File: src/sv/assert_macros.svh
// assertion macros used by the decoder unit
`ifndef ASSERT_MACROS_SVH
`define ASSERT_MACROS_SVH

// checked only outside reset
`define QSPD_ASSERT(label, prop, msg) \
   label: assert property (@(posedge clock) disable iff (reset) prop) else $error(msg);

// checked on every edge, reset included
`define QSPD_ASSERT_ALWAYS(label, prop, msg) \
   label: assert property (@(posedge clock) prop) else $error(msg);

`endif

File: src/sv/qspd_pkg.sv
// package for the query string pair decoder: character codes, escape phase, hex decode
`default_nettype none
package qspd_pkg;

   localparam logic [7:0] CHAR_PCT   = 8'h25;
   localparam logic [7:0] CHAR_EQ    = 8'h3D;
   localparam logic [7:0] CHAR_AND   = 8'h26;
   localparam logic [7:0] CHAR_UP_A  = 8'h41;
   localparam logic [7:0] CHAR_UP_F  = 8'h46;
   localparam logic [7:0] CHAR_ZERO  = 8'h30;
   localparam logic [7:0] CHAR_NINE  = 8'h39;
   localparam logic [7:0] CHAR_LOW_A = 8'h61;
   localparam logic [7:0] CHAR_LOW_F = 8'h66;
   localparam logic [7:0] HEX_TEN    = 8'd10;

   typedef enum logic [1:0] {
      ESC_IDLE = 2'd0,
      ESC_PCT  = 2'd1,
      ESC_HIGH = 2'd2
   } esc_phase_type;

   // bit 4 set when the byte is not a hex digit
   function automatic logic [4:0] hex_value(input logic [7:0] c);
      logic [7:0] d;
      begin
         d = 8'd0;
         if (c >= CHAR_UP_A && c <= CHAR_UP_F) begin
            d = c - CHAR_UP_A + HEX_TEN;
            hex_value = {1'b0, d[3:0]};
         end else if (c >= CHAR_ZERO && c <= CHAR_NINE) begin
            d = c - CHAR_ZERO;
            hex_value = {1'b0, d[3:0]};
         end else if (c >= CHAR_LOW_A && c <= CHAR_LOW_F) begin
            d = c - CHAR_LOW_A + HEX_TEN;
            hex_value = {1'b0, d[3:0]};
         end else begin
            hex_value = 5'b1_0000;
         end
      end
   endfunction

endpackage
`default_nettype wire

File: src/sv/query_string_pair_decoder_unit.sv
// query string pair decoder: splits a parameter string into key and value bytes, percent-decoded
//
// One byte of the parameter string is taken per cycle and gives exactly one result item. An
// accepted byte sits in the input register and is decoded against the parse state combinationally.
// It then moves from the input register to the result register, where its result is offered. A
// new byte can be taken in every cycle while the result side keeps up. A stalled result holds the
// input register, and a full input register stalls the input. Throughput is one item per cycle,
// set by the update of the parse state (field, escape phase, high nibble, halt flag) that is made
// as each item moves on. A byte marked last ends the string and returns the parse state to its
// reset values for the next string.
`default_nettype none
`include "assert_macros.svh"
module query_string_pair_decoder_unit
   import qspd_pkg::*;
(
   input  wire logic       clock,
   input  wire logic       reset,
   input  wire logic       req_valid,
   output logic            req_stall,
   input  wire logic [7:0] req_in_byte,
   input  wire logic       req_is_last,
   output logic            rsp_valid,
   input  wire logic       rsp_stall,
   output logic [7:0]      rsp_out_byte,
   output logic            rsp_byte_valid,
   output logic            rsp_in_value_field,
   output logic            rsp_key_done,
   output logic            rsp_pair_done,
   output logic            rsp_key_discarded,
   output logic            rsp_final_item
);

   // input register
   logic          in_valid_ff, in_valid_in;
   logic [7:0]    in_byte_ff;
   logic          in_last_ff;

   // parse state
   logic          value_mode_ff, value_mode_in;
   esc_phase_type phase_ff, phase_in;
   logic [3:0]    high_nibble_ff, high_nibble_in;
   logic          halted_ff, halted_in;

   // result register
   logic          rsp_valid_ff, rsp_valid_in;
   logic [7:0]    out_byte_ff, out_byte_in;
   logic          byte_valid_ff, byte_valid_in;
   logic          value_field_ff, value_field_in;
   logic          key_done_ff, key_done_in;
   logic          pair_done_ff, pair_done_in;
   logic          key_disc_ff, key_disc_in;
   logic          final_ff, final_in;

   logic          req_take;
   logic          advance;
   logic [4:0]    hex;

   assign advance   = in_valid_ff && (!rsp_valid_ff || !rsp_stall);
   assign req_stall = in_valid_ff && !advance;
   assign req_take  = req_valid && !req_stall;

   always_comb begin
      in_valid_in = in_valid_ff;
      if (req_take) begin
         in_valid_in = 1'b1;
      end else if (advance) begin
         in_valid_in = 1'b0;
      end
      rsp_valid_in = rsp_valid_ff;
      if (advance) begin
         rsp_valid_in = 1'b1;
      end else if (!rsp_stall) begin
         rsp_valid_in = 1'b0;
      end
   end

   // per-byte decode
   always_comb begin
      hex            = hex_value(in_byte_ff);
      value_mode_in  = value_mode_ff;
      phase_in       = phase_ff;
      high_nibble_in = high_nibble_ff;
      halted_in      = halted_ff;
      out_byte_in    = 8'd0;
      byte_valid_in  = 1'b0;
      value_field_in = value_mode_ff;
      key_done_in    = 1'b0;
      pair_done_in   = 1'b0;
      key_disc_in    = 1'b0;
      final_in       = in_last_ff;

      if (!value_mode_ff && in_byte_ff == CHAR_EQ) begin
         key_done_in    = 1'b1;
         value_mode_in  = 1'b1;
         phase_in       = ESC_IDLE;
         high_nibble_in = 4'd0;
         halted_in      = 1'b0;
         pair_done_in   = in_last_ff;
      end else if (value_mode_ff && in_byte_ff == CHAR_AND) begin
         pair_done_in   = 1'b1;
         value_mode_in  = 1'b0;
         phase_in       = ESC_IDLE;
         high_nibble_in = 4'd0;
         halted_in      = 1'b0;
      end else begin
         if (!halted_ff) begin
            unique case (phase_ff)
               ESC_PCT: begin
                  if (hex[4]) begin
                     halted_in = 1'b1;
                     phase_in  = ESC_IDLE;
                  end else begin
                     high_nibble_in = hex[3:0];
                     phase_in       = ESC_HIGH;
                  end
               end
               ESC_HIGH: begin
                  if (hex[4]) begin
                     halted_in = 1'b1;
                  end else begin
                     out_byte_in   = {high_nibble_ff, hex[3:0]};
                     byte_valid_in = 1'b1;
                  end
                  phase_in = ESC_IDLE;
               end
               default: begin
                  if (in_byte_ff == CHAR_PCT) begin
                     phase_in = ESC_PCT;
                  end else begin
                     phase_in      = ESC_IDLE;
                     out_byte_in   = in_byte_ff;
                     byte_valid_in = 1'b1;
                  end
               end
            endcase
         end
         if (in_last_ff) begin
            pair_done_in = value_mode_ff;
            key_disc_in  = !value_mode_ff;
         end
      end

      // end of string
      if (in_last_ff) begin
         value_mode_in  = 1'b0;
         phase_in       = ESC_IDLE;
         high_nibble_in = 4'd0;
         halted_in      = 1'b0;
      end
   end

   always_ff @(posedge clock) begin
      if (reset) begin
         in_valid_ff    <= 1'b0;
         rsp_valid_ff   <= 1'b0;
         value_mode_ff  <= 1'b0;
         phase_ff       <= ESC_IDLE;
         high_nibble_ff <= 4'd0;
         halted_ff      <= 1'b0;
      end else begin
         in_valid_ff  <= in_valid_in;
         rsp_valid_ff <= rsp_valid_in;
         if (advance) begin
            value_mode_ff  <= value_mode_in;
            phase_ff       <= phase_in;
            high_nibble_ff <= high_nibble_in;
            halted_ff      <= halted_in;
         end
      end
   end

   always_ff @(posedge clock) begin
      if (req_take) begin
         in_byte_ff <= req_in_byte;
         in_last_ff <= req_is_last;
      end
      if (advance) begin
         out_byte_ff    <= out_byte_in;
         byte_valid_ff  <= byte_valid_in;
         value_field_ff <= value_field_in;
         key_done_ff    <= key_done_in;
         pair_done_ff   <= pair_done_in;
         key_disc_ff    <= key_disc_in;
         final_ff       <= final_in;
      end
   end

   assign rsp_valid          = rsp_valid_ff;
   assign rsp_out_byte       = out_byte_ff;
   assign rsp_byte_valid     = byte_valid_ff;
   assign rsp_in_value_field = value_field_ff;
   assign rsp_key_done       = key_done_ff;
   assign rsp_pair_done      = pair_done_ff;
   assign rsp_key_discarded  = key_disc_ff;
   assign rsp_final_item     = final_ff;

   `QSPD_ASSERT(a_empty_never_stalls, !in_valid_ff |-> !req_stall, "stall with empty input register")
   `QSPD_ASSERT(a_last_clears_state, advance && in_last_ff |=> !value_mode_ff && phase_ff == ESC_IDLE && !halted_ff, "state not cleared after last item")
   `QSPD_ASSERT(a_delim_no_byte, rsp_valid_ff && (rsp_key_done || rsp_key_discarded) |-> !(rsp_key_done && rsp_byte_valid) && !(rsp_key_discarded && !rsp_final_item), "delimiter or discard flags inconsistent")
   `QSPD_ASSERT(a_discard_in_key, rsp_valid_ff && rsp_key_discarded |-> !rsp_in_value_field && !rsp_pair_done, "key discarded outside a key")
   `QSPD_ASSERT_ALWAYS(a_no_phase_three, phase_ff == ESC_IDLE || phase_ff == ESC_PCT || phase_ff == ESC_HIGH || reset, "escape phase corrupt")

endmodule
`default_nettype wire
File: config.mk
export PLATFORM = sky130hd
export DESIGN_NAME = query_string_pair_decoder_unit
export DESIGN_NICKNAME = d
export VERILOG_FILES = /design/src/sv/qspd_pkg.sv /design/src/sv/query_string_pair_decoder_unit.sv
export VERILOG_INCLUDE_DIRS = /design/src /design/src/sv
export SDC_FILE = /design/constraint.sdc
export NUM_CORES = 1
export LEC_CHECK = 0
export ABC_AREA = 1
export ABC_CLOCK_PERIOD_IN_PS = 2100
export BUFFER_PORTS_ARGS = -buffer_cell sky130_fd_sc_hd__clkbuf_2
export CAP_MARGIN = 20
export CORE_MARGIN = 2
export CORE_UTILIZATION = 55
export CTS_CLUSTER_DIAMETER = 80
export DETAILED_ROUTE_END_ITERATION = 12
export GPL_TIMING_DRIVEN = 0
export MAX_ROUTING_LAYER = met4
export PLACE_DENSITY = 0.78
export SLEW_MARGIN = 5
export SYNTH_ARGS = -nofsm -noshare
export SYNTH_HDL_FRONTEND = slang
export SYNTH_SLANG_ARGS = --single-unit
export TNS_END_PERCENT = 5
File: constraint.sdc
create_clock -name clock -period 2.1 [get_ports clock]
set_input_delay 0.315 -clock clock [delete_from_list [all_inputs] [get_ports clock]]
set_output_delay 0.315 -clock clock [all_outputs]
set_load 0.005 [all_outputs]
==> qor.txt <==
Vias per Instance - 5.15
post-route ant nets - 0
placed cell areas - 0.00195 sq mm
Area Growth Syn to Fin - 17.5%
HP Class - primary input to flip-flop
Final Hold Fails - 0
Final GP Congestion - 0.981
syn nets - 213
Root Driver - clkbuf_4
total gr overflow - 0
IO buf count - 27
share of cells above drive strength 1 - 30.1%
Peak VDD IR - 440 uV
data arrival time of the worst path - 2160 ps
Worst Setup Start Kind - flip-flop
via count - 1443
hold path depth - 1
outcome - finished, final reports clean
# fillers - 251
max_slew headroom - 66.6%
Yosys warning count - 0
NumNets Final - 254
clock skew - 13.1 ps
hold_sp - req_in_byte[7]
wire per inst - 11.6 um
Tmin final - 1880 ps
Die H - 60.4 um
ant diodes - 0
Pleak - 0.890 nW
first-pass GRT wire length - 5300 um
die width - 60.4 um
synthesized area per cell - 9.01 sq um
hold_ws - 132 ps
die area - 0.00365 sq mm
Max-cap violations - 0
WS Path Type - flip-flop to flip-flop
final core utilization - 67.9%
worst reg-to-reg path cell count - 12
CTS tree - yes
IO Pins - 29
library cells used by synthesis - 26
clock buffer depth - 2
Total GRT Usage - 21.0%
most frequent cells in the layout - nand2_1 (42), clkbuf_2 (27), edfxtp_1 (23)
RSZ-0062 raised after global routing - false
CTS H-tree lvls - 2
row cnt - 20
measured slew at the worst slew-check pin - 500 ps
CP Launch Point - in_byte_ff[0]$_DFFE_PP_
DRT Pass-1 Iters - 4
Worst Path Required - 2380 ps
largest net degree at the start of global routing - 14
DRC - 0
dpl hpwl - 2390 um
worst-path maximum fanout - 5
post-route cell area - 0.00205 sq mm
vias in the first global route - 1249
reg2reg end - high_nibble_ff[0]$_SDFFE_PP0P_
clock edge transition at the registers on the reported setup and hold paths - 100 ps
crit end category - flip-flop
Crit Reg-Reg Startpoint - in_byte_ff[0]$_DFFE_PP_
Netlist Area Pre-Place - 0.00175 sq mm
post-synthesis sequential area ratio - 51.0%
fin. max-slew vios - 0
Iteration-0 DRC Markers - 54
Fmax achieved - 532 MHz
reg-to-reg slack, setup - 220 ps
Post-CTS Hold Buffers - 0
WL final - 3250 um
Initial Utilization - 57.7%
Cells after Synth - 194
Worst Hold End - in_byte_ff[7]$_DFFE_PP_
Pwr per Cell Area - 616 mW/mm^2
CTS Buf Count - 5
core footprint - 0.00303 sq mm
FF+latch count, synth - 33
overall power - 1.26 mW
final setup vio count - 0
commonest non-fill, non-tap cell in the layout - nand2_1
initial antenna violation count - 0
Tcrit/Tclk final - 89.4%
clock sink count - 33
Clock Latency Late Sink - 350 ps
[logic make-up after synthesis]
logic type,synth area share [%]
AOI/OAI and AO/OA,8.23
xor gates and xnor gates,0.501
adders and majority gates,4.29
buffers and inverters,6.08
DFF,51.0
and+or+nand+nor,29.9
[through the flow]
step | setup WS, ps | TNS, ps | std cells
6_report | 222 | 0 | 280
3_3_place_gp | -60.9 | -203 | 265
5_1_grt | 51.1 | 0 | 280
3_5_place_dp | 107 | 0 | 266
4_1_cts | 78.9 | 0 | 274
2_1_floorplan | 282 | 0 | 194
[worst max path at each step]
stage,to,slack [ps],depth (start not counted)
final,high_nibble_ff[0]$_SDFFE_PP0P_,220,12
after global routing,rsp_byte_valid$_SDFFCE_PP0P_,50,13
after CTS,rsp_byte_valid$_SDFFCE_PP0P_,80,13
after detailed placement,rsp_byte_valid$_SDFFCE_PP0P_,110,13
after global placement,halted_ff$_SDFFE_PP0P_,-60,7
after floorplan,halted_ff$_SDFFE_PP0P_,280,6
[cell usage after synthesis (all sizes together)]
| master | number | area, sq um |
|---|---|---|
| dfxtp | 10 | 200 |
| clkinv | 1 | 5.00 |
| buf | 1 | 7.51 |
| nand4 | 2 | 12.5 |
| nor3 | 5 | 41.3 |
| nor2 | 19 | 76.3 |
| edfxtp | 23 | 691 |
| o21ai | 5 | 25.0 |
| or2 | 1 | 6.26 |
| nand2 | 53 | 246 |
| a21oi | 20 | 119 |
| nand3 | 22 | 140 |
| xnor2 | 1 | 8.76 |
| clkbuf | 1 | 3.75 |
| inv | 24 | 90.1 |
| ha | 6 | 75.1 |
[timing repair]
item	in CTS	in global routing
gates resized for setup	0	2
setup endpoints to repair	0	12
buffers inserted	0	6
[critical path, cell delays in order (launching register included)]
cell and delay, ps:
edfxtp_1 470, inv_2 90, buf_4 120, ha_1 130, nand3_1 110, o21ai_1 110
nand3_2 150, nand3_4 150, buf_12 120, nand3_4 90, nand2_4 100, nand2_1 70
a21oi_2 110
[routing by layer]
metal	vias up	wire length (um)	track usage, %
met4	0	88	14.0
met2	61	1540	32.0
met3	10	213	4.90
met5	-	0	-
li1	728	-	-
met1	644	1400	24.6
[registers in the layout, indices dropped and copies added, names as in the netlist]
signal / cells
rsp_in_value_field: 1
value_field_in: 1
rsp_key_done: 1
high_nibble_ff: 4
final_in: 1
rsp_byte_valid: 1
rsp_final_item: 1
rsp_pair_done: 1
rsp_valid: 1
in_byte_ff: 8
rsp_out_byte: 8
phase_ff: 2
rsp_key_discarded: 1
halted_ff: 1
in_valid_ff: 1
[final cells by class]
class	instances	area (sq um)	area share [%]
Sequential cell	33	891	43.4
Multi-Input combinational cell	134	751	36.5
Timing Repair Buffer	34	200	9.74
Inverter	25	95.1	4.63
Tap cell	44	55.1	2.68
Clock buffer	6	41.3	2.01
Buffer	2	11.3	0.548
Clock inverter	2	10.0	0.487
[power breakdown]
group,internal (mW),switching (mW),leakage [nW]
sequential,0.730,0.0220,0.300
clock,0.127,0.212,0.0320
combinational,0.0721,0.101,0.558
No activity file was read; power rests on OpenSTA's default activity.
